File: config.mk
export PLATFORM = sky130hd
export DESIGN_NAME = ccfe_fifo
export DESIGN_NICKNAME = d
export VERILOG_FILES = /design/src/rtl/core/ccfe_pkg.sv /design/src/rtl/core/ccfe_fifo.sv
export VERILOG_INCLUDE_DIRS = /design/src /design/src/rtl/core
export SDC_FILE = /design/constraint.sdc
export NUM_CORES = 1
export LEC_CHECK = 0
export ABC_AREA = 1
export ABC_CLOCK_PERIOD_IN_PS = 3700
export BUFFER_PORTS_ARGS = -buffer_cell sky130_fd_sc_hd__buf_2
export CORE_ASPECT_RATIO = 2
export CORE_UTILIZATION = 55
export CTS_BUF_LIST = sky130_fd_sc_hd__clkbuf_4
export DETAILED_ROUTE_END_ITERATION = 10
export GPL_TIMING_DRIVEN = 0
export PLACE_DENSITY = 0.81
export SLEW_MARGIN = 10
export SYNTH_ARGS = -nofsm -noshare
export SYNTH_HDL_FRONTEND = slang
export SYNTH_SLANG_ARGS = --single-unit
File: constraint.sdc
create_clock -name clk -period 3.7 [get_ports clk]
set_input_delay 0 -clock clk [delete_from_list [all_inputs] [get_ports clk]]
set_output_delay 0 -clock clk [all_outputs]
set_load 0.02 [all_outputs]
File: src/rtl/core/cubical_coface_enumerator_3d_top_macros.svh
// assertion macros shared by the coface enumerator rtl
// no dependencies; included by files that carry concurrent checks
`ifndef CUBICAL_COFACE_ENUMERATOR_3D_TOP_MACROS_SVH
`define CUBICAL_COFACE_ENUMERATOR_3D_TOP_MACROS_SVH

// same-cycle implication, disabled during reset
`define CCFE_ASSERT_IMPLIES(label, clk, rst, ante, cons) \
  label: assert property (@(posedge clk) disable iff (rst) (ante) |-> (cons)) \
    else $error("ccfe check failed");

// next-cycle implication, disabled during reset
`define CCFE_ASSERT_NEXT(label, clk, rst, ante, cons) \
  label: assert property (@(posedge clk) disable iff (rst) (ante) |=> (cons)) \
    else $error("ccfe check failed");

`endif

File: src/rtl/core/ccfe_pkg.sv
// shared types, constants and the coface pattern table
// no dependencies; imported by every module of the coface enumerator
`timescale 1ns / 1ps
`default_nettype none

package ccfe_pkg;

  // result burst and output queue sizing
  localparam int MAX_RESULTS = 6;
  localparam int FIFO_AW     = 3;
  localparam int FIFO_DEPTH  = 1 << FIFO_AW;

  // largest padded coordinate sum before wrap: corner 31 plus offset 2
  localparam int MAX_COORD_SUM = 33;

  // cube dimension codes
  localparam logic [1:0] DIM_VERTEX = 2'd0;
  localparam logic [1:0] DIM_EDGE   = 2'd1;
  localparam logic [1:0] DIM_FACE   = 2'd2;

  // cube type that selects no pattern list
  localparam logic [1:0] TYPE_NONE = 2'd3;

  // axis code meaning no axis is decremented
  localparam logic [1:0] NO_AXIS = 2'd3;

  // input operation codes
  localparam logic OP_LOAD = 1'b0;
  localparam logic OP_ENUM = 1'b1;

  // configuration register indexes
  typedef enum logic [0:0] {
    REG_CUBE_DIM   = 1'b0,
    REG_SKIP_VALUE = 1'b1
  } cfg_reg_t;

  // one neighbour offset, indexed by axis (0 = x)
  typedef logic [2:0][1:0] offset_t;

  typedef struct packed {
    logic [3:0][2:0][1:0] off;
    logic [1:0]           dec_axis;
    logic [1:0]           ctype;
  } pattern_t;

  // one result transaction
  typedef struct packed {
    logic signed [31:0] birth;
    logic [5:0]         x;
    logic [5:0]         y;
    logic [5:0]         z;
    logic [1:0]         ctype;
    logic               none_found;
    logic               last;
  } result_t;

  // controller to datapath commands
  typedef struct packed {
    logic       start;
    logic       load;
    logic       rd_en;
    logic [4:0] pat_idx;
    logic [1:0] nb;
    logic       first_nb;
    logic       last_nb;
    logic       fin;
  } dp_cmd_t;

  function automatic offset_t xyz(input int x, input int y, input int z);
    return {2'(z), 2'(y), 2'(x)};
  endfunction

  function automatic pattern_t mk4(input offset_t o0, input offset_t o1,
                                   input offset_t o2, input offset_t o3,
                                   input logic [1:0] dec, input logic [1:0] ty);
    pattern_t p;
    p.off      = {o3, o2, o1, o0};
    p.dec_axis = dec;
    p.ctype    = ty;
    return p;
  endfunction

  // single-voxel and two-voxel patterns repeat their offsets
  function automatic pattern_t mk1(input offset_t o, input logic [1:0] dec,
                                   input logic [1:0] ty);
    return mk4(o, o, o, o, dec, ty);
  endfunction

  function automatic pattern_t mk2(input offset_t a, input offset_t b,
                                   input logic [1:0] dec, input logic [1:0] ty);
    return mk4(a, b, a, b, dec, ty);
  endfunction

  // coface pattern table: dim 0, dim 1 by type, dim 2 by type
  function automatic pattern_t pattern_at(input logic [4:0] idx);
    pattern_t p;
    p = '0;
    case (idx)
      5'd0:  p = mk1(xyz(1, 1, 2), NO_AXIS, 2'd2);
      5'd1:  p = mk1(xyz(1, 1, 0), 2'd2, 2'd2);
      5'd2:  p = mk1(xyz(1, 2, 1), NO_AXIS, 2'd1);
      5'd3:  p = mk1(xyz(1, 0, 1), 2'd1, 2'd1);
      5'd4:  p = mk1(xyz(2, 1, 1), NO_AXIS, 2'd0);
      5'd5:  p = mk1(xyz(0, 1, 1), 2'd0, 2'd0);
      5'd6:  p = mk2(xyz(1, 1, 2), xyz(2, 1, 2), NO_AXIS, 2'd1);
      5'd7:  p = mk2(xyz(1, 1, 0), xyz(2, 1, 0), 2'd2, 2'd1);
      5'd8:  p = mk2(xyz(1, 2, 1), xyz(2, 2, 1), NO_AXIS, 2'd0);
      5'd9:  p = mk2(xyz(1, 0, 1), xyz(2, 0, 1), 2'd1, 2'd0);
      5'd10: p = mk2(xyz(1, 1, 2), xyz(1, 2, 2), NO_AXIS, 2'd2);
      5'd11: p = mk2(xyz(1, 1, 0), xyz(1, 2, 0), 2'd2, 2'd2);
      5'd12: p = mk2(xyz(2, 1, 1), xyz(2, 2, 1), NO_AXIS, 2'd0);
      5'd13: p = mk2(xyz(0, 1, 1), xyz(0, 2, 1), 2'd0, 2'd0);
      5'd14: p = mk2(xyz(1, 2, 1), xyz(1, 2, 2), NO_AXIS, 2'd2);
      5'd15: p = mk2(xyz(1, 0, 1), xyz(1, 0, 2), 2'd1, 2'd2);
      5'd16: p = mk2(xyz(2, 1, 1), xyz(2, 1, 2), NO_AXIS, 2'd1);
      5'd17: p = mk2(xyz(0, 1, 1), xyz(0, 1, 2), 2'd0, 2'd1);
      5'd18: p = mk4(xyz(1, 1, 2), xyz(2, 1, 2), xyz(1, 2, 2), xyz(2, 2, 2),
                     NO_AXIS, 2'd0);
      5'd19: p = mk4(xyz(1, 1, 0), xyz(2, 1, 0), xyz(1, 2, 0), xyz(2, 2, 0),
                     2'd2, 2'd0);
      5'd20: p = mk4(xyz(1, 2, 1), xyz(2, 2, 1), xyz(1, 2, 2), xyz(2, 2, 2),
                     NO_AXIS, 2'd0);
      5'd21: p = mk4(xyz(1, 0, 1), xyz(2, 0, 1), xyz(1, 0, 2), xyz(2, 0, 2),
                     2'd1, 2'd0);
      5'd22: p = mk4(xyz(2, 1, 1), xyz(2, 2, 1), xyz(2, 1, 2), xyz(2, 2, 2),
                     NO_AXIS, 2'd0);
      5'd23: p = mk4(xyz(0, 1, 1), xyz(0, 2, 1), xyz(0, 1, 2), xyz(0, 2, 2),
                     2'd0, 2'd0);
      default: p = '0;
    endcase
    return p;
  endfunction

endpackage

`default_nettype wire

File: src/rtl/core/ccfe_fifo.sv
// result queue between the datapath and the output channel
// depends on ccfe_pkg and the assertion macro header
`timescale 1ns / 1ps
`default_nettype none
`include "cubical_coface_enumerator_3d_top_macros.svh"

module ccfe_fifo (
  input  wire logic          clk,
  input  wire logic          rst,
  input  wire logic          push,
  input  ccfe_pkg::result_t  push_data,
  input  wire logic          pop,
  output ccfe_pkg::result_t  head,
  output logic               not_empty,
  output logic               burst_room
);
  import ccfe_pkg::*;

  result_t              entries [FIFO_DEPTH];
  logic [FIFO_AW-1:0]   wr_ptr;
  logic [FIFO_AW-1:0]   rd_ptr;
  logic [FIFO_AW:0]     count;

  assign head       = entries[rd_ptr];
  assign not_empty  = (count != '0);
  // room for a whole burst of one cube
  assign burst_room = (count <= (FIFO_AW + 1)'(FIFO_DEPTH - MAX_RESULTS));

  // storage
  always_ff @(posedge clk) begin
    if (push) begin
      entries[wr_ptr] <= push_data;
    end
  end

  // pointers and fill count
  always_ff @(posedge clk) begin
    if (rst) begin
      wr_ptr <= '0;
      rd_ptr <= '0;
      count  <= '0;
    end else begin
      if (push) begin
        wr_ptr <= wr_ptr + 1'b1;
      end
      if (pop) begin
        rd_ptr <= rd_ptr + 1'b1;
      end
      case ({push, pop})
        2'b10:   count <= count + 1'b1;
        2'b01:   count <= count - 1'b1;
        default: count <= count;
      endcase
    end
  end

  // checks
  `CCFE_ASSERT_IMPLIES(a_no_overflow, clk, rst, count == (FIFO_AW + 1)'(FIFO_DEPTH), !push)
  `CCFE_ASSERT_IMPLIES(a_no_underflow, clk, rst, pop, count != '0)
  `CCFE_ASSERT_NEXT(a_count_up, clk, rst, push && !pop, count == $past(count) + 1'b1)

endmodule

`default_nettype wire

After elaboration in Yosys (flattened, before gate mapping):

Memory sizes are Yosys's and may differ from the RTL's. A register that Yosys moved wholly into a read port is not among the register bits.
Index checks and enable logic that the tools add are counted.

* muxes and demuxes: 5
* reduce and logical (&&, ||, !) cells: 2
* $add $sub $neg: 4
* order comparisons: 1
* equal/unequal tests: 2

Operators by type and width (count)
* 4-bit case mux with 2 select lines: 1
* 3-bit by 1-bit adder with 3-bit output (second input constant): 2
* 3-bit two-way mux: 2
* 4-bit by 1-bit adder with 4-bit output (second input constant): 1
* 4-bit by 2-bit less-or-equal comparator with 1-bit output (second input constant): 1
* 4-bit nonzero test: 1
* 4-bit by 1-bit subtractor with 4-bit output (second input constant): 1
* 2-bit by 1-bit == test with 1-bit output (second input constant): 1
* 2-bit == test (second input constant): 1
* 1-bit two-way mux: 2
* 2-bit nonzero test: 1

* input bits: 58
* word-level logic and storage cells: 18
* register bits: 10
* memories kept: 1
* output and inout port bits: 56
* bits in writable memories: 432

Memory list
* entries: depth 8, bits a word 54, read ports 1, clocked after Yosys merged registers in 1, write ports 1, RTL line ccfe_fifo.sv:19 `result_t entries [FIFO_DEPTH];`

Logic depth before layout (Yosys ltp):

Gate-level depths: netlist of the first run.

* depth in word-level cells: 3
* depth in mapped cells: 11
* gate-level depth less buffers: 11

Worst setup path after synthesis of the first run:

No wires, ideal clock.

* path kind: register to register
* from: reg wr_ptr[0]
* to: mem entries[0][0] (netlist name) (enable)
* arrival time: 2.922 ns
* data required time: 3.234 ns
* buffers on the path: 0
* clock period less this slack: 3.388 ns
* setup slack: 0.312 ns
* setup time: 0.466 ns
* stages on the path, launching flop included: 3
* cell sequence: dfxtp_1 -> or2_2 -> nor2_1

RTL lines
* start: declaration: RTL line ccfe_fifo.sv:20 `logic [FIFO_AW-1:0] wr_ptr;`
* start signal: assignment: RTL line ccfe_fifo.sv:44 `wr_ptr <= wr_ptr + 1'b1;`
* end: declaration: RTL line ccfe_fifo.sv:19

Straight into the memory's write port.

==> results of run 1 <==
-- power by group through the flow --
stage	sequential, W	clock [W]	combinational, W
after CTS	0.00568	0.00338	0.00131
final	0.00568	0.00334	0.00132
after detailed placement	0.00579	0	0.00124
after global placement	0.00580	0	0.00117
after global routing	0.00568	0.00358	0.00142
after floorplan	0.00579	0	0.000752
-- metrics by stage --
stage	TNS [ns]	hold slack (ns)	worst slack [ns]	total power [W]	instance area, sq um
floorplan	0	0.0989	0.312	0.00654	17500
global placement	-579.52	0.259	-1.54	0.00696	18600
detailed placement	0	0.265	1.63	0.00703	19000
CTS	0	0.00507	0.985	0.0104	20700
global route	0	0.0296	0.834	0.0107	20700
finish	0	0.0562	0.938	0.0103	20700
-- placed cells by master (no fill, tap or decap), drive strengths merged, types with 13 or more instances in the layout --
cell type and instances:
buf 176, clkinv 29, inv 17, nor2 235
dfxtp 13, edfxtp 432, dlygate4sd3 62, o22ai 54
mux2i 54, clkbuf 147, o21ai 219, nand2 178
-- worst paths after layout --
path | slack (ns) | end | from
worst max-delay path | 0.94 | head[3] | flip-flop
worst min-delay path | 0.06 | entries[5][52] | push_data[52]
worst max register to register | 1.63 | entries[4][30] | wr_ptr[0]
worst min register to register | 0.50 | wr_ptr[0] | wr_ptr[0]
-- registers in the layout, summed over array words and instances (netlist names), named ones only --
signal   flops
count        4
entries    432
rd_ptr       3
wr_ptr       3
-- cell type report --
| cell class | instances | share of cell area, % |
|---|---|---|
| sequential | 445 | 63.9 |
| multi-input combinational | 765 | 18.2 |
| clock buffer | 117 | 4.24 |
| timing repair buffer | 191 | 7.53 |
| inverter | 16 | 0.290 |
| antenna | 2 | 0.0242 |
| buffer | 77 | 2.31 |
| clock inverter | 32 | 0.883 |
| tap | 423 | 2.56 |
-- cell families after synthesis --
| logic type | Yosys count | synth area share, % |
|---|---|---|
| multiplexers | 54 | 3.09 |
| flip-flops | 445 | 75.7 |
| AO/OA/AOI/OAI | 282 | 8.50 |
| buffers and inverters | 93 | 3.08 |
| XOR/XNOR | 3 | 0.150 |
| adder cells (fa/ha/maj) | 5 | 0.358 |
| AND/OR/NAND/NOR | 421 | 9.12 |
-- per-layer routing --
layer  up-vias  track usage [%]  wire [um]
li1       5336                -          -
met2       675             49.1      23700
met3       155             4.88       3080
met5         -                0          0
met1      5733             27.4      14000
met4         0             16.8       2020
-- critical path: cells and delay by family (launching register included) --
kind	cells	cell delay [ns]
AND/OR/NAND/NOR	2	0.32
buffers and inverters	4	1.41
flip-flops	1	0.31
==> out/metrics.cfg, run 1 <==
[status]
status = finished with violations
violations = design-rule violations

[synthesis]
postSynthAreaPerCell_sq_um = 13.4
ys_ff_latch = 445
synth_most_common_cell = edfxtp_1
synthFlopType = edfxtp_1
netlist_area_sq_mm = 0.0175
yosysSeqAreaShare_pct = 75.7
ys_top_cells_by_area = edfxtp_1, nor2_1, o21ai_0
synth_top_cell_by_area = edfxtp_1
yosys-top-cells-count = edfxtp_1, nor2_1, nand2_1
synth-edff-count = 432
synth.top_cell.area_share_pct = 74.2
syn_nets = 1366
syn_inst = 1303
yosysUniqueCellTypes = 26
synth-warning-count = 0
async_reset_ff_share_pct = 0

[routing]
first_pass_iters = 8
drt_drc_violations_left = 2
routedWlPerCell_um = 20.7
drtIter0Drc = 1071
ant_nets = 0
via_per_inst = 5.75
wirelength_um = 42800
vias = 11900

[clocking]
cts_buffers = 86
clock-sinks = 445
clkTransAtPathRegs_ns = 0.07
clock_tree.buffer_depth = 3
clk_latency_ns = 0.75
cts-root-buf = clkbuf_4
cts_tree = yes
cts_setup_buffers = 0
ctsResizeCount = 0
htree_levels = 3
hold_buffers = 62

[critical_path]
cp_max_fo = 10
crit_path_top_delay_cell = clkbuf_1
critPathRequiredTime_ns = 3.70
path_cells = clkbuf_1 -> inv_2 -> buf_1 -> nand2_1 -> nand2_1 -> buf_2
critPathMostFrequentCell = nand2_1
worstPathArrival_ns = 2.76
path_class = flip-flop to output port
crit_path_start_kind = flip-flop
cp-end-kind = output port
cpPeakStageDelay_ns = 0.56
r2r_cells = 4

[global_route]
grt-ovfl-total = 0
grt_pass1_wl_um = 63700
grt_pass1_vias = 12300
antenna_found_initial = 2
grt_max_degree = 27
grt_usage_pct = 26.6

[placed_design]
port_buffers = 113
dp.cells = 1855
finalWeightedCongestion = 0.825
post-dp-hpwl_um = 27200

[power]
powerDensity_mw_per_mm2 = 499
pwr-share-clk_pct = 32.3
comb_power_share_pct = 12.8
p_int_w = 0.00770
p_seq_share_pct = 54.9
p_leak_nw = 7.38
peakVddDrop_uv = 287
switching_share_pct = 25.5
power.switching_w = 0.00264

[timing]
skew_ns = 0.0400
setup_viol = 0
rsz0062_at_grt = no
fin_crit_sh_pct = 74.7
tightest_slew_ns = 0.740
report.final.slew_viol_count = 0
fmax_ghz = 0.362
period_minus_slack_ns = 2.76
finalHoldViolations = 0
max_slew_margin_pct = 50.7

[cells_and_area]
seq_area_sq_mm = 0.0132
finalNonFillerCells = 2068
synthToLayoutAreaGrowth_pct = 18.4
multi_input_area_sq_mm = 0.00377
num-nets-final = 1645
drive_above_1_share_pct = 19.1
fin_util_pct = 65.9
fillCellCount = 2173

[floorplan]
fp.dieW_um = 128
dieArea_sq_mm = 0.0325
rows = 92
core_area_sq_mm = 0.0314
start_util_pct = 55.6
die_height_um = 254
ios = 114

[hold_path]
hp-class = primary input to flip-flop
hold_path_depth = 2

[flow_run]
cap_violations = 0

(Power assumes the default switching activity.)
==> run 2, diff against run 1 <==
--- a/config.mk
+++ b/config.mk
@@ -7,7 +7,7 @@
 export NUM_CORES = 1
 export LEC_CHECK = 0
 export ABC_AREA = 1
-export ABC_CLOCK_PERIOD_IN_PS = 3700
+export ABC_CLOCK_PERIOD_IN_PS = 2700
 export BUFFER_PORTS_ARGS = -buffer_cell sky130_fd_sc_hd__buf_2
 export CORE_ASPECT_RATIO = 2
 export CORE_UTILIZATION = 55
==> constraint.sdc (replaced) <==
create_clock -name clk -period 2.7 [get_ports clk]
set_input_delay 0 -clock clk [delete_from_list [all_inputs] [get_ports clk]]
set_output_delay 0 -clock clk [all_outputs]
set_load 0.02 [all_outputs]
==> out/metrics.cfg, run 2 (same netlist as run 1, synthesis figures left out) <==
[status]
status = completed

[global_route]
antenna_found_initial = 1
grt-ovfl-total = 0
grt_pass1_vias = 12300
grt_pass1_wl_um = 63300
grt_usage_pct = 26.5
grt_max_degree = 25

[cells_and_area]
synthToLayoutAreaGrowth_pct = 18.4
stdcell_area_sq_mm = 0.0207
seq_area_sq_mm = 0.0132
regMostFlops = entries
finalNonFillerCells = 2063
layout_common_cells = edfxtp_1, nor2_1, nand2_1
drive_above_1_share_pct = 19.4
multi_input_area_sq_mm = 0.00377
fillCellCount = 2146
fin_util_pct = 65.9
reg_top3 = entries: 432 flops, count: 4 flops
largest_register_ffs = 432
final_common_cell = edfxtp_1
num-nets-final = 1640

[timing]
finalHoldViolations = 0
skew_ns = 0.0491
tightest_slew_ns = 0.787
fmax_ghz = 0.383
rsz0062_at_grt = no
setup_viol = 0
setup_tns_ns = 0
report.final.slew_viol_count = 0
fin_crit_sh_pct = 96.7
period_minus_slack_ns = 2.61
max_slew_margin_pct = 47.4

[power]
switching_share_pct = 25.5
comb_power_share_pct = 12.6
powerDensity_mw_per_mm2 = 689
p_leak_nw = 7.40
peakVddDrop_uv = 586
p_int_w = 0.0106
power.switching_w = 0.00363
finalPower_w = 0.0143
p_seq_share_pct = 54.6
pwr-share-clk_pct = 32.8

[clocking]
clock-sinks = 445
htree_levels = 3
clkTransAtPathRegs_ns = 0.08
cts_setup_buffers = 0
cts_buffers = 84
clk_latency_ns = 0.78
clock_tree.buffer_depth = 3
cts-root-buf = clkbuf_4
cts_tree = yes

[routing]
drtIter0Drc = 1073
vias = 11900
via_per_inst = 5.78
wirelength_um = 42600
ant_nets = 0
first_pass_iters = 5
drt_drc_violations_left = 0
routedWlPerCell_um = 20.7

[critical_path]
path_class = flip-flop to output port
cpPeakStageDelay_ns = 0.47
r2r_setup_slack_ns = 0.66
path_cells = buf_4 -> clkbuf_1 -> o21ai_0 -> o21ai_1 -> nand2_1 -> nand2_1 -> buf_2
cp-end-kind = output port
critPathMostFrequentCell = nand2_1
critPathRequiredTime_ns = 2.70
reg2reg_from = wr_ptr[0]
crit_path_start_kind = flip-flop
worstPathArrival_ns = 2.61
reg2reg_to = entries[0][50]
r2r_cells = 4
cp_max_fo = 10
crit_path_top_delay_cell = clkbuf_1

[floorplan]
start_util_pct = 55.6
dieArea_sq_mm = 0.0325
rows = 92
fp.dieW_um = 128
core_area_sq_mm = 0.0314
ios = 114
die_height_um = 254

[placed_design]
dp.cells = 1855
port_buffers = 113
place_area_sq_mm = 0.0190
post-dp-hpwl_um = 27700
finalWeightedCongestion = 0.795

[hold_path]
worst_hold_path.endpoint = entries[1][47]
hold_path_depth = 2
min_from = push_data[47]
hp-class = primary input to flip-flop

[flow_run]
cap_violations = 0

-- run 2: metal layers --
| layer | GRT usage [%] | up-vias | part of all wire (%) |
|---|---|---|---|
| li1 | - | 5325 | - |
| met1 | 25.6 | 5796 | 32 |
| met2 | 50.1 | 645 | 56 |
| met3 | 5.26 | 162 | 7.1 |
| met4 | 16.9 | 0 | 4.9 |
| met5 | 0 | - | 0 |
-- run 2: how the worst max path moves through the flow --
stage / to / slack (ns)
after floorplan: entries[0][0] / -0.69
after global placement: entries[6][28] / -2.53
after detailed placement: entries[0][29] / 0.63
after CTS: head[40] / 0.04
after global routing: head[40] / 0.02
final: head[3] / 0.09
-- run 2: through the flow --
| step | hold slack (ns) | worst slack (ns) |
|---|---|---|
| after floorplan | 0.0989 | -0.688 |
| final | 0.0422 | 0.0887 |
| after CTS | 0.00848 | 0.0358 |
| after detailed placement | 0.268 | 0.634 |
| after global placement | 0.258 | -2.53 |
| after global routing | 0.0389 | 0.0201 |
-- run 2: layout make-up --
| class | instances | area share, % |
|---|---|---|
| Sequential cell | 445 | 63.9 |
| Multi-Input combinational cell | 765 | 18.2 |
| Timing Repair Buffer | 189 | 7.47 |
| Clock buffer | 116 | 4.21 |
| Tap cell | 423 | 2.56 |
| Buffer | 76 | 2.34 |
| Clock inverter | 32 | 0.979 |
| Inverter | 16 | 0.290 |
| Antenna cell | 1 | 0.0121 |
-- run 2: power groups by stage --
| stage | Clock (W) | Combinational [W] | Sequential [W] |
|---|---|---|---|
| after floorplan | 0 | 0.00103 | 0.00793 |
| after global placement | 0 | 0.00160 | 0.00794 |
| after detailed placement | 0 | 0.00170 | 0.00793 |
| after CTS | 0.00470 | 0.00179 | 0.00778 |
| after global routing | 0.00497 | 0.00193 | 0.00779 |
| final | 0.00467 | 0.00180 | 0.00778 |
-- run 2: repair_timing --
action,in CTS,in global routing
resized for setup,1,11
hold endpoints to repair,445,0
setup endpoints to repair,4,15
pin swaps,0,0
hold buffers,60,0
-- run 2: worst max-delay path: cells and delay by family, from the launching register on --
kind                   cells  cell delay [ns]
DFF                        1             0.32
and+or+nand+nor            2             0.22
buffers and inverters      3             0.89
AOI/OAI and AO/OA          2             0.41
==> run 3, diff against run 2 <==
--- a/config.mk
+++ b/config.mk
@@ -10,11 +10,11 @@
 export ABC_CLOCK_PERIOD_IN_PS = 2700
 export BUFFER_PORTS_ARGS = -buffer_cell sky130_fd_sc_hd__buf_2
 export CORE_ASPECT_RATIO = 2
-export CORE_UTILIZATION = 55
+export CORE_UTILIZATION = 23
 export CTS_BUF_LIST = sky130_fd_sc_hd__clkbuf_4
 export DETAILED_ROUTE_END_ITERATION = 10
 export GPL_TIMING_DRIVEN = 0
-export PLACE_DENSITY = 0.81
+export PLACE_DENSITY = 0.45
 export SLEW_MARGIN = 10
 export SYNTH_ARGS = -nofsm -noshare
 export SYNTH_HDL_FRONTEND = slang
==> out/metrics.cfg, run 3 (same netlist as run 1, synthesis figures left out) <==
[status]
status = completed

[timing]
tightest_slew_ns = 0.832
max_slew_margin_pct = 44.4
timing.final.ws_setup_ns = 0.151
skew_ns = 0.0397
setup_viol = 0
fin_crit_sh_pct = 94.4
report.final.slew_viol_count = 0
finalHoldViolations = 0
period_minus_slack_ns = 2.55
fmax_ghz = 0.392

[critical_path]
path_class = flip-flop to output port
worstPathArrival_ns = 2.55
crit_buf_inv = 5
path_delay_family = buffers and inverters
cp_max_fo = 10
critPathMostFrequentCell = nand2_1
crit_path_top_delay_cell = dfxtp_1
path_cells = buf_8 -> inv_4 -> buf_6 -> buf_4 -> nor2_1 -> o21ai_0 -> nand2_1 -> nand2_1 -> buf_2
cpPeakStageDelay_ns = 0.32
cp-end-kind = output port
critPathRequiredTime_ns = 2.70
crit_path_start_kind = flip-flop

[placed_design]
port_buffers = 113
finalWeightedCongestion = 0.737
dp.cells = 2444
post-dp-hpwl_um = 34700
place_ws_ns = 0.496

[routing]
drtIter0Drc = 651
vias = 11600
drt_drc_violations_left = 0
routedWlPerCell_um = 18.7
wirelength_um = 51000
via_per_inst = 4.25
ant_nets = 0
first_pass_iters = 5

[power]
powerDensity_mw_per_mm2 = 667
peakVddDrop_uv = 209
p_leak_nw = 7.83
finalPower_w = 0.0149

[cells_and_area]
final_common_cell = edfxtp_1
finalNonFillerCells = 2736
synthToLayoutAreaGrowth_pct = 27.7
regMostFlops = entries
drive_above_1_share_pct = 21.1
layout_common_cells = edfxtp_1, nor2_1, nand2_1
reg_top3 = entries: 432 flops, count: 4 flops
num-nets-final = 1714
largest_register_ffs = 432

[global_route]
grt_pass1_wl_um = 75200
antenna_found_initial = 7
grt_usage_pct = 13.4
grt_max_degree = 23
grt-ovfl-total = 0
grt_pass1_vias = 12200

[floorplan]
ios = 114
fp.dieW_um = 197
start_util_pct = 23.3
die_height_um = 392
rows = 142
dieArea_sq_mm = 0.0772
core_area_sq_mm = 0.0750

[clocking]
clk_latency_ns = 0.84
clkTransAtPathRegs_ns = 0.07
cts_tree = yes
clock-sinks = 445
htree_levels = 3
cts_buffers = 96
clock_tree.buffer_depth = 3
cts-root-buf = clkbuf_4

[flow_run]
cap_violations = 0

[hold_path]
hp-class = primary input to flip-flop

-- run 3: cell types whose count changed in the layout (fill, tap and decap cells not counted), moves of 3 or more --
cell,change
buf_12,+6
buf_2,-5
clkbuf_2,+14
buf_6,+4
dlygate4sd3_1,+57
inv_2,-3
clkbuf_4,+28
diode_2,+5
clkbuf_1,-18
-- run 3: stage by stage --
step | utilization [%] | instance area [sq um] | hold WS (ns) | setup TNS, ns
6_report | 29.8 | 22300 | 0.224 | 0
5_1_grt | 29.8 | 22300 | 0.193 | -0.0248
4_1_cts | 29.7 | 22300 | 0.117 | 0
3_5_place_dp | 26.4 | 19800 | 0.282 | 0
3_3_place_gp | 25.8 | 19300 | 0.265 | -940.11
2_1_floorplan | - | 17500 | 0.0989 | -148.53
-- run 3: timing repair --
action / in CTS / in global routing
pin swaps: 0 / 0
endpoints found under the setup margin: 54 / 17
gates resized for setup: 33 / 22
endpoints found under the hold margin: 545 / 0
hold buffers: 117 / 0
setup buffers: 1 / 0
-- run 3: cell type report --
type | count | area [sq um]
Buffer | 76 | 561
Inverter | 16 | 62.6
Clock buffer | 139 | 1040
Tap cell | 1008 | 1260
Antenna cell | 6 | 15.0
Multi-Input combinational cell | 765 | 3780
Timing Repair Buffer | 251 | 2200
Sequential cell | 445 | 13200
Clock inverter | 30 | 171
Fill cell | 7815 | 52600
-- run 3: per-layer routing --
metal	track usage (%)	share of wire [%]
met1	13.8	37
met2	25.7	55
met3	2.87	4.6
met4	5.19	2.5
met5	0	0.067
-- run 3: final timing paths --
check	from	endpoint	slack, ns	cells past startpoint
hold / removal	rst	rd_ptr[0]	0.22	4
setup / recovery	flip-flop	head[36]	0.15	9
setup reg to reg	wr_ptr[0]	entries[4][45]	0.52	4
hold reg to reg	count[0]	count[0]	0.49	2
-- run 3: power breakdown --
part	internal (W)	switching, W
Sequential	0.00773	0.0000432
Combinational	0.000698	0.00127
Clock	0.00255	0.00260
-- run 3: worst min-delay path, delay by kind of cell --
family                 cells  cell delay (ns)
buffers and inverters      3             0.88
and+or+nand+nor            1             0.15
