--- src/rtl/core/cubical_coface_enumerator_3d_top_macros.svh ---
// assertion macros shared by the coface enumerator rtl
// no dependencies; included by files that carry concurrent checks
`ifndef CUBICAL_COFACE_ENUMERATOR_3D_TOP_MACROS_SVH
`define CUBICAL_COFACE_ENUMERATOR_3D_TOP_MACROS_SVH

// same-cycle implication, disabled during reset
`define CCFE_ASSERT_IMPLIES(label, clk, rst, ante, cons) \
  label: assert property (@(posedge clk) disable iff (rst) (ante) |-> (cons)) \
    else $error("ccfe check failed");

// next-cycle implication, disabled during reset
`define CCFE_ASSERT_NEXT(label, clk, rst, ante, cons) \
  label: assert property (@(posedge clk) disable iff (rst) (ante) |=> (cons)) \
    else $error("ccfe check failed");

`endif

--- src/rtl/core/ccfe_pkg.sv ---
// shared types, constants and the coface pattern table
// no dependencies; imported by every module of the coface enumerator
`timescale 1ns / 1ps
`default_nettype none

package ccfe_pkg;

  // result burst and output queue sizing
  localparam int MAX_RESULTS = 6;
  localparam int FIFO_AW     = 3;
  localparam int FIFO_DEPTH  = 1 << FIFO_AW;

  // largest padded coordinate sum before wrap: corner 31 plus offset 2
  localparam int MAX_COORD_SUM = 33;

  // cube dimension codes
  localparam logic [1:0] DIM_VERTEX = 2'd0;
  localparam logic [1:0] DIM_EDGE   = 2'd1;
  localparam logic [1:0] DIM_FACE   = 2'd2;

  // cube type that selects no pattern list
  localparam logic [1:0] TYPE_NONE = 2'd3;

  // axis code meaning no axis is decremented
  localparam logic [1:0] NO_AXIS = 2'd3;

  // input operation codes
  localparam logic OP_LOAD = 1'b0;
  localparam logic OP_ENUM = 1'b1;

  // configuration register indexes
  typedef enum logic [0:0] {
    REG_CUBE_DIM   = 1'b0,
    REG_SKIP_VALUE = 1'b1
  } cfg_reg_t;

  // one neighbour offset, indexed by axis (0 = x)
  typedef logic [2:0][1:0] offset_t;

  typedef struct packed {
    logic [3:0][2:0][1:0] off;
    logic [1:0]           dec_axis;
    logic [1:0]           ctype;
  } pattern_t;

  // one result transaction
  typedef struct packed {
    logic signed [31:0] birth;
    logic [5:0]         x;
    logic [5:0]         y;
    logic [5:0]         z;
    logic [1:0]         ctype;
    logic               none_found;
    logic               last;
  } result_t;

  // controller to datapath commands
  typedef struct packed {
    logic       start;
    logic       load;
    logic       rd_en;
    logic [4:0] pat_idx;
    logic [1:0] nb;
    logic       first_nb;
    logic       last_nb;
    logic       fin;
  } dp_cmd_t;

  function automatic offset_t xyz(input int x, input int y, input int z);
    return {2'(z), 2'(y), 2'(x)};
  endfunction

  function automatic pattern_t mk4(input offset_t o0, input offset_t o1,
                                   input offset_t o2, input offset_t o3,
                                   input logic [1:0] dec, input logic [1:0] ty);
    pattern_t p;
    p.off      = {o3, o2, o1, o0};
    p.dec_axis = dec;
    p.ctype    = ty;
    return p;
  endfunction

  // single-voxel and two-voxel patterns repeat their offsets
  function automatic pattern_t mk1(input offset_t o, input logic [1:0] dec,
                                   input logic [1:0] ty);
    return mk4(o, o, o, o, dec, ty);
  endfunction

  function automatic pattern_t mk2(input offset_t a, input offset_t b,
                                   input logic [1:0] dec, input logic [1:0] ty);
    return mk4(a, b, a, b, dec, ty);
  endfunction

  // coface pattern table: dim 0, dim 1 by type, dim 2 by type
  function automatic pattern_t pattern_at(input logic [4:0] idx);
    pattern_t p;
    p = '0;
    case (idx)
      5'd0:  p = mk1(xyz(1, 1, 2), NO_AXIS, 2'd2);
      5'd1:  p = mk1(xyz(1, 1, 0), 2'd2, 2'd2);
      5'd2:  p = mk1(xyz(1, 2, 1), NO_AXIS, 2'd1);
      5'd3:  p = mk1(xyz(1, 0, 1), 2'd1, 2'd1);
      5'd4:  p = mk1(xyz(2, 1, 1), NO_AXIS, 2'd0);
      5'd5:  p = mk1(xyz(0, 1, 1), 2'd0, 2'd0);
      5'd6:  p = mk2(xyz(1, 1, 2), xyz(2, 1, 2), NO_AXIS, 2'd1);
      5'd7:  p = mk2(xyz(1, 1, 0), xyz(2, 1, 0), 2'd2, 2'd1);
      5'd8:  p = mk2(xyz(1, 2, 1), xyz(2, 2, 1), NO_AXIS, 2'd0);
      5'd9:  p = mk2(xyz(1, 0, 1), xyz(2, 0, 1), 2'd1, 2'd0);
      5'd10: p = mk2(xyz(1, 1, 2), xyz(1, 2, 2), NO_AXIS, 2'd2);
      5'd11: p = mk2(xyz(1, 1, 0), xyz(1, 2, 0), 2'd2, 2'd2);
      5'd12: p = mk2(xyz(2, 1, 1), xyz(2, 2, 1), NO_AXIS, 2'd0);
      5'd13: p = mk2(xyz(0, 1, 1), xyz(0, 2, 1), 2'd0, 2'd0);
      5'd14: p = mk2(xyz(1, 2, 1), xyz(1, 2, 2), NO_AXIS, 2'd2);
      5'd15: p = mk2(xyz(1, 0, 1), xyz(1, 0, 2), 2'd1, 2'd2);
      5'd16: p = mk2(xyz(2, 1, 1), xyz(2, 1, 2), NO_AXIS, 2'd1);
      5'd17: p = mk2(xyz(0, 1, 1), xyz(0, 1, 2), 2'd0, 2'd1);
      5'd18: p = mk4(xyz(1, 1, 2), xyz(2, 1, 2), xyz(1, 2, 2), xyz(2, 2, 2),
                     NO_AXIS, 2'd0);
      5'd19: p = mk4(xyz(1, 1, 0), xyz(2, 1, 0), xyz(1, 2, 0), xyz(2, 2, 0),
                     2'd2, 2'd0);
      5'd20: p = mk4(xyz(1, 2, 1), xyz(2, 2, 1), xyz(1, 2, 2), xyz(2, 2, 2),
                     NO_AXIS, 2'd0);
      5'd21: p = mk4(xyz(1, 0, 1), xyz(2, 0, 1), xyz(1, 0, 2), xyz(2, 0, 2),
                     2'd1, 2'd0);
      5'd22: p = mk4(xyz(2, 1, 1), xyz(2, 2, 1), xyz(2, 1, 2), xyz(2, 2, 2),
                     NO_AXIS, 2'd0);
      5'd23: p = mk4(xyz(0, 1, 1), xyz(0, 2, 1), xyz(0, 1, 2), xyz(0, 2, 2),
                     2'd0, 2'd0);
      default: p = '0;
    endcase
    return p;
  endfunction

endpackage

`default_nettype wire

--- src/rtl/core/ccfe_ctrl.sv ---
// sequencer: walks the coface patterns and neighbour reads of one cube
// depends on ccfe_pkg and the assertion macro header
`timescale 1ns / 1ps
`default_nettype none
`include "cubical_coface_enumerator_3d_top_macros.svh"

module ccfe_ctrl (
  input  wire logic              clk,
  input  wire logic              rst,
  input  wire logic              accept,
  input  wire logic              op,
  input  wire logic [1:0]        cube_type,
  input  wire logic [1:0]        cube_dim,
  output ccfe_pkg::dp_cmd_t      cmd,
  output logic                   busy
);
  import ccfe_pkg::*;

  typedef enum logic [2:0] {
    ST_IDLE,
    ST_RUN,
    ST_WAIT1,
    ST_WAIT2,
    ST_FIN
  } state_t;

  state_t     state;
  logic [2:0] pat;
  logic [1:0] nb;
  logic [4:0] base;
  logic [2:0] npat;
  logic [1:0] nb_max;

  // pattern list selection
  logic       list_ok;
  logic [4:0] list_base;
  logic [2:0] list_npat;
  logic [1:0] list_nb_max;

  always_comb begin
    list_ok     = 1'b0;
    list_base   = '0;
    list_npat   = '0;
    list_nb_max = '0;
    unique case (cube_dim)
      DIM_VERTEX: begin
        list_ok     = 1'b1;
        list_npat   = 3'd6;
      end
      DIM_EDGE: begin
        list_ok     = (cube_type != TYPE_NONE);
        list_base   = 5'd6 + {1'b0, cube_type, 2'b00};
        list_npat   = 3'd4;
        list_nb_max = 2'd1;
      end
      DIM_FACE: begin
        list_ok     = (cube_type != TYPE_NONE);
        list_base   = 5'd18 + {2'b00, cube_type, 1'b0};
        list_npat   = 3'd2;
        list_nb_max = 2'd3;
      end
      default: begin
        list_ok = 1'b0;
      end
    endcase
  end

  // commands to the datapath
  always_comb begin
    cmd          = '0;
    cmd.start    = accept && (op == OP_ENUM);
    cmd.load     = accept && (op == OP_LOAD);
    cmd.rd_en    = (state == ST_RUN);
    cmd.pat_idx  = base + {2'b00, pat};
    cmd.nb       = nb;
    cmd.first_nb = (nb == 2'd0);
    cmd.last_nb  = (nb == nb_max);
    cmd.fin      = (state == ST_FIN);
  end

  assign busy = (state != ST_IDLE);

  // state and counters
  always_ff @(posedge clk) begin
    if (rst) begin
      state  <= ST_IDLE;
      pat    <= '0;
      nb     <= '0;
      base   <= '0;
      npat   <= '0;
      nb_max <= '0;
    end else begin
      unique case (state)
        ST_IDLE: begin
          if (accept && (op == OP_ENUM)) begin
            pat    <= '0;
            nb     <= '0;
            base   <= list_base;
            npat   <= list_npat;
            nb_max <= list_nb_max;
            state  <= list_ok ? ST_RUN : ST_FIN;
          end
        end
        ST_RUN: begin
          if (nb == nb_max) begin
            nb <= '0;
            if (pat == npat - 3'd1) begin
              state <= ST_WAIT1;
            end else begin
              pat <= pat + 3'd1;
            end
          end else begin
            nb <= nb + 2'd1;
          end
        end
        ST_WAIT1: begin
          state <= ST_WAIT2;
        end
        ST_WAIT2: begin
          state <= ST_FIN;
        end
        ST_FIN: begin
          state <= ST_IDLE;
        end
        default: begin
          state <= ST_IDLE;
        end
      endcase
    end
  end

  // checks
  `CCFE_ASSERT_IMPLIES(a_no_accept_busy, clk, rst, state != ST_IDLE, !accept)
  `CCFE_ASSERT_IMPLIES(a_run_bounds, clk, rst, state == ST_RUN, (pat < npat) && (nb <= nb_max))
  `CCFE_ASSERT_NEXT(a_start_leaves_idle, clk, rst, cmd.start, (state == ST_RUN) || (state == ST_FIN))

endmodule

`default_nettype wire

--- config.mk ---
export PLATFORM = sky130hd
export DESIGN_NAME = ccfe_ctrl
export DESIGN_NICKNAME = d
export VERILOG_FILES = /design/src/rtl/core/ccfe_pkg.sv /design/src/rtl/core/ccfe_ctrl.sv
export VERILOG_INCLUDE_DIRS = /design/src /design/src/rtl/core
export SDC_FILE = /design/constraint.sdc
export NUM_CORES = 1
export LEC_CHECK = 0
export BUFFER_PORTS_ARGS = -buffer_cell sky130_fd_sc_hd__buf_2
export CORE_MARGIN = 1.5
export CORE_UTILIZATION = 48
export CTS_CLUSTER_SIZE = 24
export DETAILED_ROUTE_END_ITERATION = 8
export GPL_TIMING_DRIVEN = 0
export PLACE_DENSITY_LB_ADDON = 0.12
export SLEW_MARGIN = 0
export SYNTH_ARGS = -nofsm -noshare
export SYNTH_HDL_FRONTEND = slang
export SYNTH_SLANG_ARGS = --single-unit
--- constraint.sdc ---
create_clock -name clk -period 1.5 [get_ports clk]
set_clock_uncertainty 0.15 [all_clocks]
set_input_delay 0.15 -clock clk [delete_from_list [all_inputs] [get_ports clk]]
set_output_delay 0.15 -clock clk [all_outputs]
set_load 0.01 [all_outputs]
# == After elaboration in Yosys (flattened, before gate mapping) ==
# Index checks and enable logic that the tools add are counted.
# classes
add_sub_neg,6
n_eq_ne,13
mux,16
n_bitwise,1
n_reduce_logical,12
# op_table
operator,n
3-bit 2-to-1 mux,7
3-bit case mux with 4 select lines,1
5-bit case mux with 2 select lines,1
3-bit case mux with 3 select lines,1
2-bit inequality test (second input constant),4
2-bit case mux with 2 select lines,2
3-bit by 2-bit == test with 1-bit output (second input constant),2
3-bit case mux with 2 select lines,1
3-bit by 4-bit adder with 5-bit output (first input constant),1
5-bit by 3-bit adder with 5-bit output,1
5-bit by 3-bit adder with 5-bit output (first input constant),1
2-bit logical NOT,2
2-bit 2-to-1 mux,2
2-bit AND reduction,2
4-bit AND reduction,1
3-bit by 1-bit adder with 3-bit output (second input constant),1
3-bit by 1-bit == test with 1-bit output (second input constant),1
3-bit == test,1
3-bit == test (second input constant),1
3-bit logical NOT,1
3-bit AND reduction,1
3-bit nonzero test,1
3-bit by 1-bit subtractor with 3-bit output (second input constant),1
2-bit by 1-bit adder with 2-bit output (second input constant),1
other kinds (9),10
# word_totals
register_bits,18
inputBits,8
output_inout_bits,14

# == Logic depth before layout (Yosys ltp) ==
# Gate-level depths: netlist of run 1.
# depth
word_depth,6
mapped_depth,6
ltp_nobuf,6

# == Least setup slack after synthesis of run 1 ==
# OpenSTA, ideal clock, no wires.
# synth_timing
kind,reg-to-reg
from,register state[1]
to,register npat[1]
setup_time_ps,67
arrival_time_ps,1414
setup_slack_ps,-131
stages_incl_launch_ff,5
period_less_slack_ps,1631
path_cell_list,dfxtp_1 -> or3_4 -> or2_4 -> a211o_1 -> a21oi_2
# synth_via
elab_chain_len,2
# synth_rtl
item,line,rtl
start: declaration,ccfe_ctrl.sv:27,state_t state;
start signal: assignment,ccfe_ctrl.sv:101,state <= list_ok ? ST_RUN : ST_FIN;
3-bit logical NOT,ccfe_ctrl.sv:93,unique case (state)
2-bit AND reduction (no source line),n/a,
end signal: assignment,ccfe_ctrl.sv:99,npat <= list_npat;
end: declaration,ccfe_ctrl.sv:31,logic [2:0] npat;
# No other way between the ends.
# A chain may end at the register's enable or synchronous reset.

# == Worst setup path in the final report of run 1 ==
# layout_timing
from,register pat[1]
to,register pat[1]
# layout_via
elab_chain_len,4
word_cells_on_any_way,7
cone_classes,add/sub (1); eq/ne (2); mux (3); reduce/logical (1)
# layout_rtl
item,line,rtl
start: declaration,ccfe_ctrl.sv:28,logic [2:0] pat;
start signal: assignment,ccfe_ctrl.sv:110,pat <= pat + 3'd1;
3-bit by 1-bit adder with 3-bit output,ccfe_ctrl.sv:110,
3-bit 2-to-1 mux,ccfe_ctrl.sv:107,if (pat == npat - 3'd1) begin
3-bit 2-to-1 mux,ccfe_ctrl.sv:105,if (nb == nb_max) begin
3-bit case mux with 2 select lines,ccfe_ctrl.sv:93,
# Parallel ways exist; a longest one is shown, timed or not. The select of a mux whose other input is x is not followed.

==> results of run 1 <==
[cell usage after synthesis (all sizes together) (2+ instances only)]
| library cell | n | area [um2] |
|---|---|---|
| nand2 | 19 | 71.3 |
| dfxtp | 16 | 320 |
| inv | 14 | 52.6 |
| a21oi | 13 | 68.8 |
| ha | 10 | 125 |
| nand3 | 9 | 45.0 |
| o21ai | 5 | 25.0 |
| xnor2 | 5 | 43.8 |
| nor2b | 4 | 25.0 |
| a31oi | 3 | 18.8 |
| buf | 3 | 16.3 |
| nand2b | 3 | 18.8 |
| nor2 | 3 | 11.3 |
| a211o | 2 | 17.5 |
| and3b | 2 | 17.5 |
| o32ai | 2 | 17.5 |
[final cells by class]
class / instances / area, um2 / area share (%)
Buffer: 4 / 30.0 / 1.75
Clock buffer: 4 / 36.3 / 2.11
Inverter: 14 / 55.1 / 3.20
Multi-Input combinational cell: 94 / 870 / 50.6
Sequential cell: 16 / 357 / 20.8
Tap cell: 27 / 33.8 / 1.97
Timing Repair Buffer: 42 / 337 / 19.6
[worst min-delay path by stage]
| stage | end | cells past startpoint |
|---|---|---|
| 2_1_floorplan | cmd[11] | 1 |
| 3_3_place_gp | state[1] | 1 |
| 3_5_place_dp | state[1] | 1 |
| 4_1_cts | base[2] | 4 |
| 5_1_grt | base[2] | 4 |
| 6_report | base[2] | 4 |
[worst max-delay path: cells and delay by family (launching register included)]
family	cells	cell delay, ps
muxes	1	310
AOI/OAI and AO/OA	2	420
DFF	1	380
buffers and inverters	2	250
and+or+nand+nor	1	230
[cells in the final DEF (no fill, tap or decap), types with 2 or more instances in the layout]
master    Yosys  routed
nor2_4        0       2
xnor2_4       0       3
buf_2         1      16
nand2b_1      3       3
nand2_2       0       4
nand3_2       0       2
nand2_1      19      11
inv_1        14      10
dfxtp_1      16       5
buf_4         1      15
o32ai_1       2       2
inv_2         0       3
a31oi_1       3       3
clkbuf_4      0       3
nand2_4       0       4
a211o_1       2       2
a21oi_2       1      10
buf_6         0      11
o21ai_0       5       3
ha_4          0       2
dfxtp_2       0       2
ha_1         10       8
nand3_1       9       7
xnor2_2       0       2
dfxtp_4       0       9
a21oi_1      12       3
and3b_2       0       2
nor2b_1       4       4
[per-stage QoR]
step | setup TNS, ps | util [%] | power [mW]
after CTS | -1900 | 76.3 | 0.979
after global routing | -3460 | 86.7 | 1.07
after floorplan | -42.0 | - | 0.571
final | -2970 | 86.7 | 1.03
after global placement | -990 | 60.0 | 0.616
after detailed placement | -1410 | 60.0 | 0.622
[cells by family (layout without fill, tap and decap cells)]
logic type,Yosys count,after routing,synth area share (%)
compound gates,31,31,19.1
mux,2,2,2.07
simple gates,45,45,22.3
buf+inv,18,64,7.06
fa+ha+maj,11,11,14.1
flops,16,16,31.1
xor+xnor,5,5,4.26
[sequential cells by signal, indices dropped and copies added, names as in the netlist]
register and count:
state 3, pat 3, nb_max 2, nb 2
npat 2, base 4
[timing repair]
action / in CTS / in global routing
gates resized for setup: 47 / 34
hold buffers: 0 / 0
buffers inserted: 12 / 9
pin swaps: 21 / 19
gates cloned: 1 / 0
setup endpoints to repair: 20 / 21
[report_power, final]
part           internal, mW  total (mW)  switching (mW)
combinational         0.139       0.281           0.142
clock                 0.148       0.305           0.157
sequential            0.425       0.444          0.0187
[metal layers]
metal	vias to the layer above	wire length, um	track usage, %	share of wire (%)
met5	-	0	0	0
li1	535	-	-	-
met1	545	1340	27.7	39
met2	54	1770	45.5	51
met3	16	200	4.60	5.8
met4	0	139	12.9	4.0
==> results by stage, run 1 <==
Status:
- The flow ran to the end, but the final reports show violations.
- The final reports fail on setup timing.

Place:
- The placed instances occupy a cell area of 1190 um2.
- The count of buffers inserted at the top-level ports is 20.
- Before CTS, the worst setup slack after placement is -181 ps.
- Once detailed placement completed, the half-perimeter wirelength came to 1680 um.
- The congestion estimate from routability-driven global placement came to 0.795.
- Counting tap cells, the placed design contains a total of 175 instances.

Global routing:
- The total overflow reported by the global router is 0.
- The maximum number of pins on one net before global-route repair is 11.
- The number of antenna violations at the first check in global routing came to 0.
- The via count of the first global-routing pass is 1023.
- The overall track demand over capacity in global routing is 25.2%.
- The global-route wire length before repair is 4660 um.

STA:
- The number of setup violations in the final report is 19.
- Setup repair after global routing could not meet its margin everywhere.
- For the finished layout, the period the worst path requires is 1840 ps.
- The worst path setup slack after routing is -341 ps.
- The share of the clock period used by the worst path after layout is 123%.
- The slew at the pin with the worst max-slew slack is 713 ps.
- The count of pins over their slew limit is 0.
- Hold is met by 67.6 ps.
- The worst slew margin relative to its limit is 52.4%.
- The final hold violation count is 0.
- The peak clock frequency supported by timing is 0.543 GHz.

Job:
- The tool flagged a number of max-cap violations equal to 0.

Clock network:
- No sink is reached through more buffers than the 2 on the longest clock path.
- At the later pin of the worst-skew pair, clock insertion delay measures 310 ps.
- The cell sitting at the root of the clock tree is a clkbuf_4.
- TritonCTS built the clock tree.
- After clock tree synthesis, the clock-pin slew on the worst setup and hold paths is 110 ps.
- In this run, CTS created clock tree buffers numbering 3.
- The number of sinks handled by clock tree synthesis is 16.
- CTS built an H-tree with a depth of 1.

Worst setup path:
- The element type at the critical path end is a register.
- The depth of the most critical reg-to-reg path is 6.
- The startpoint kind of the worst setup timing path is a register.
- The cell with the biggest individual delay on the critical path is dfxtp_4.
- Of all nets on the critical path, the largest fanout is 5.
- The register-to-register setup slack is -340 ps.
- Traced cell by cell, the critical path runs through buf_4 -> buf_6 -> and3b_2 -> mux2_4 -> a2bb2oi_2 -> o32ai_1.
- The origin of the worst setup path is pat[1].
- The last element of the critical path is pat[1].
- The worst register-to-register path begins at pat[1].
- The required time of the critical path is 1560 ps.
- Data arrives at the worst endpoint at 1900 ps.
- In this run the critical register-to-register path is captured at pat[1].
- The critical path is of the register to register type.
- The stage delay of the slowest cell on the critical path is 380 ps.

Power and ir drop:
- Summed over all cells, the static leakage comes to 0.734 nW.
- The peak supply drop is 0.557 mV.
- For this design the ratio of total power to cell area is 599 nW/um2.

Logic synthesis:
- The leading register cell type out of synthesis is dfxtp_1.
- The synthesized area per cell is 8.04 um2.
- The instance count of the mapped netlist is 128.
- The synthesized netlist net count is 147.
- The share of the yosys chip area belonging to registers is 31.1%.
- The number of enable flip-flop cells after synthesis is 0.
- The count of distinct cell types in the synthesized netlist is 34.
- Synthesis inferred 16 register bits.
- The Yosys step of the flow raised 0 warnings.
- In the synthesized netlist the async set-or-reset flop fraction comes to 0%.
- The cell area after synthesis is 1030 um2.

Detailed routing:
- The post-detailed-route via-to-cell ratio is 5.72.
- The remaining design rule violation count is 0.
- After detailed routing, the average wire length per cell comes to 17.1 um.
- Summed over all layers, the routed wires come to 3450 um.
- The number of routed nets with antenna violations is 0.
- The first-pass detailed-route iteration total is 4.
- The detailed router finished its first iteration with 50 violations.
- Summing over every cut layer, the via total after detailed routing is 1150.

Floorplanning:
- The die is 49.3 um wide.
- The initial core utilization is 51.9%.
- The boundary pin count is 22.
- In this run the vertical extent of the chip is 49.3 um.
- The initialized floorplan defines 16 standard-cell rows.
- The die area is 2430 um2.
- The total area inside the core boundary comes to 1980 um2.

Finish:
- The number of standard cells in the layout, taps in and fillers out is 201.
- Of the cells placed in the final design, the portion with a size suffix greater than 1 is 58.0%.
- The area growth from synthesis to layout is 67.0%.
- The final design area excluding fillers is 1720 um2.
- The antenna diode instance count is 0.
- The net count reported at finish is 194.
- The fill cell instance count of the final layout is 95.

Worst hold path:
- The origin of the worst min-delay path is cube_type[0].
- The min-delay analysis places its worst path in the category input pin to register.
No activity file was read; power rests on OpenSTA's default activity.
==> inputs of run 2 (changes only) <==
--- a/config.mk
+++ b/config.mk
@@ -7,12 +7,12 @@
 export NUM_CORES = 1
 export LEC_CHECK = 0
 export BUFFER_PORTS_ARGS = -buffer_cell sky130_fd_sc_hd__buf_2
-export CORE_MARGIN = 1.5
 export CORE_UTILIZATION = 48
 export CTS_CLUSTER_SIZE = 24
 export DETAILED_ROUTE_END_ITERATION = 8
 export GPL_TIMING_DRIVEN = 0
 export PLACE_DENSITY_LB_ADDON = 0.12
+export SETUP_SLACK_MARGIN = 0.2
 export SLEW_MARGIN = 0
 export SYNTH_ARGS = -nofsm -noshare
 export SYNTH_HDL_FRONTEND = slang
==> run 2 against run 1 <==
  * The run still ends with setup timing left
  * Critical path depth shrank 1
  * Die area is 4.0% lower
  * Wire length increased by 5.9%
  * Critical path type is now register to output pin
  * Largest power group unchanged
==> results by stage, run 2 (synthesis results as in run 1) <==
Status:
- The run finished, with violations left.
- The checks that failed: setup timing.

STA:
- The final-layout setup total negative slack is -2960 ps.
- The count of pins over their slew limit came to 0.
- The final hold violation count is 0.
- The post-layout minimum cycle time is 1830 ps.
- Setup violations remaining at the end of the flow were counted as 20.
- The worst slew margin relative to its limit is 53.5%.
- The peak clock frequency supported by timing is 0.548 GHz.
- The worst path setup slack after routing is -325 ps.
- Of the available clock period, the critical path in the final layout requires 122%.
- Setup repair after global routing could not meet its margin everywhere.
- The slew at the pin with the worst max-slew slack is 698 ps.

Detailed routing:
- For this run, design rule violations remaining after detail routing come to 0.
- For this block, the initial DRC count from the detailed router was 48.
- The final route contains 1154 vias.
- The first detailed-routing pass ran for 4 iterations.
- Dividing the detail-routed via count by the number of cells gives 5.74.
- In this run the remaining antenna-violating nets after routing total 0.
- The per-cell routed wire length is 18.2 um.
- The total detailed-routing wirelength is 3650 um.

Global routing:
- The number of antenna violations at the first check in global routing came to 0.
- The busiest layer in global routing is met2.
- The total overflow reported by the global router is 0.
- In the global route stage, met1 resource usage came out at 32.3%.
- The met2 track demand over resource is 51.2%.
- The global-route wire length before repair is 4550 um.
- In the global route stage, met3 resource usage came out at 6.30%.
- The via count of the first global-routing pass is 1055.
- In the global route stage, overall resource usage came out at 29.2%.
- The maximum number of pins on one net before global-route repair is 11.

Clock network:
- In this run the clock root is driven by a clkbuf_4.
- In this run, CTS created clock tree buffers numbering 3.
- Clock tree synthesis found a total of 16 sinks.
- The clock-pin slew reported for the worst setup and hold paths after clock tree synthesis is 110 ps.
- The number of buffers between clock root and the deepest sink is 2.
- The worst-skew pair later-pin latency is 290 ps.
- The number of H-tree branching levels is 1.
- The TritonCTS clock tree is built.

Worst setup path:
- The reg-to-reg critical path endpoint is pat[2].
- The cell with the biggest individual delay on the critical path is fa_2.
- The largest fanout on the critical path is 2.
- Traced cell by cell, the critical path runs through ha_4 -> inv_2 -> fa_2 -> inv_2 -> buf_6.
- Across all register-to-register paths, the minimum setup slack is -320 ps.
- The most common cell type on the critical path is inv_2.
- STA classifies the critical path startpoint as a register.
- The data arrival at the endpoint of the critical path is 1530 ps.
- The depth of the most critical reg-to-reg path is 6.
- The stage delay of the slowest cell on the critical path is 530 ps.
- The element type at the critical path end is an output pin.
- The required time of the critical path is 1200 ps.
- The critical path is of the register to output pin type.
- The worst register-to-register path begins at pat[2].

Finish:
- The number of standard cells in the layout, taps in and fillers out is 201.
- 0 antenna diodes ended up in the layout.
- The fill cell instance count of the final layout is 101.
- The commonest non-fill, non-tap cell in the layout is buf_4.
- The area growth from synthesis to layout is 68.9%.
- The library cells used most frequently in the layout, excluding fill and tap cells, are buf_4 (17), buf_2 (14), nand2_1 (11), buf_6 (11), a21oi_2 (10).
- The share of cells above drive strength 1 is 61.5%.
- The top register by number of flip-flops is base.
- The number of flip-flops under the largest register name is 4.
- In the final layout, the registers with the most flip-flops are base (4), pat (3), state (3).
- Once layout is done, the placed cells without fillers occupy 1740 um2.
- The net count of the finished layout is 194.

Worst hold path:
- The class of the most critical hold timing path is input pin to register.
- For hold timing, the worst endpoint is base[1].
- The worst hold path passes through 4 cells.
- In this run the most critical hold path is launched from cube_type[0].

Floorplanning:
- The die is 48.3 um tall.
- The core box area is 1980 um2.
- Once the floorplan was initialized, standard cells occupied 51.9% of the core.
- The total number of placement rows is 16.
- The boundary pin count is 22.
- The die covers 2330 um2.
- In this run the horizontal extent of the chip is 48.3 um.

Place:
- The placement-stage cell area is 1260 um2.
- The count of buffers inserted at the top-level ports is 20.
- OpenSTA, run right after detailed placement, puts the worst setup slack at -137 ps.
- The congestion estimate from routability-driven global placement came to 0.843.
- The cell total after placement is 175.
- Detailed placement ended at an HPWL of 1620 um.

Power and ir drop:
- The total power draw is 1.03 mW.
- Dividing total power by cell area gives a power density of 593 nW/um2.
- Across the VDD grid, the largest voltage drop is 0.489 mV.
- For this design the static power due to leakage is 0.745 nW.

Job:
- The max-cap violation count is 0.
## run 2: power by group
part	internal [mW]	leakage [nW]	total [mW]	switching [mW]
logic	0.137	0.585	0.283	0.146
clock network	0.148	0.0210	0.301	0.154
registers	0.427	0.138	0.445	0.0185
total	0.712	0.745	1.03	0.318
## run 2: metrics by stage
step                hold slack [ps]  utilization (%)
global route                   96.5             87.6
CTS                            41.9             80.7
finish                         54.1             87.6
detailed placement              281             63.7
floorplan                       196                -
global placement                274             63.7
## run 2: cell type report
class	count	area [um2]	area share (%)
sequential	16	357	20.5
timing repair buffer	42	342	19.7
clock buffer	4	36.3	2.09
inverter	14	58.8	3.39
tap	27	33.8	1.95
multi-input combinational	94	880	50.6
buffer	4	30.0	1.73
## run 2: worst max-delay path by stage
stage | cells past startpoint | to | startpoint
2_1_floorplan | 4 | npat[1] | state[2]
3_5_place_dp | 7 | state[2] | cube_dim[0]
4_1_cts | 5 | cmd[7] | pat[1]
6_report | 5 | cmd[7] | pat[1]
3_3_place_gp | 7 | state[2] | cube_dim[0]
5_1_grt | 4 | cmd[8] | pat[2]
## run 2: timing repair
item                                    CTS  global route
gates cloned                              1             0
resized for setup                        46            21
pin swaps                                16            10
setup buffers                            15             6
endpoints found under the setup margin   25            26
hold buffers                              0             0
## run 2: routing by layer
metal	vias to the layer above	share of wire (%)
met5	-	0
met3	14	5.8
li1	534	-
met4	0	2.9
met1	546	39
met2	60	52
## run 2: worst max-delay path, delay by kind of cell (launching register included)
family / cells / cell delay (ps)
fa+ha+maj: 2 / 660
buf+inv: 3 / 190
flops: 1 / 390
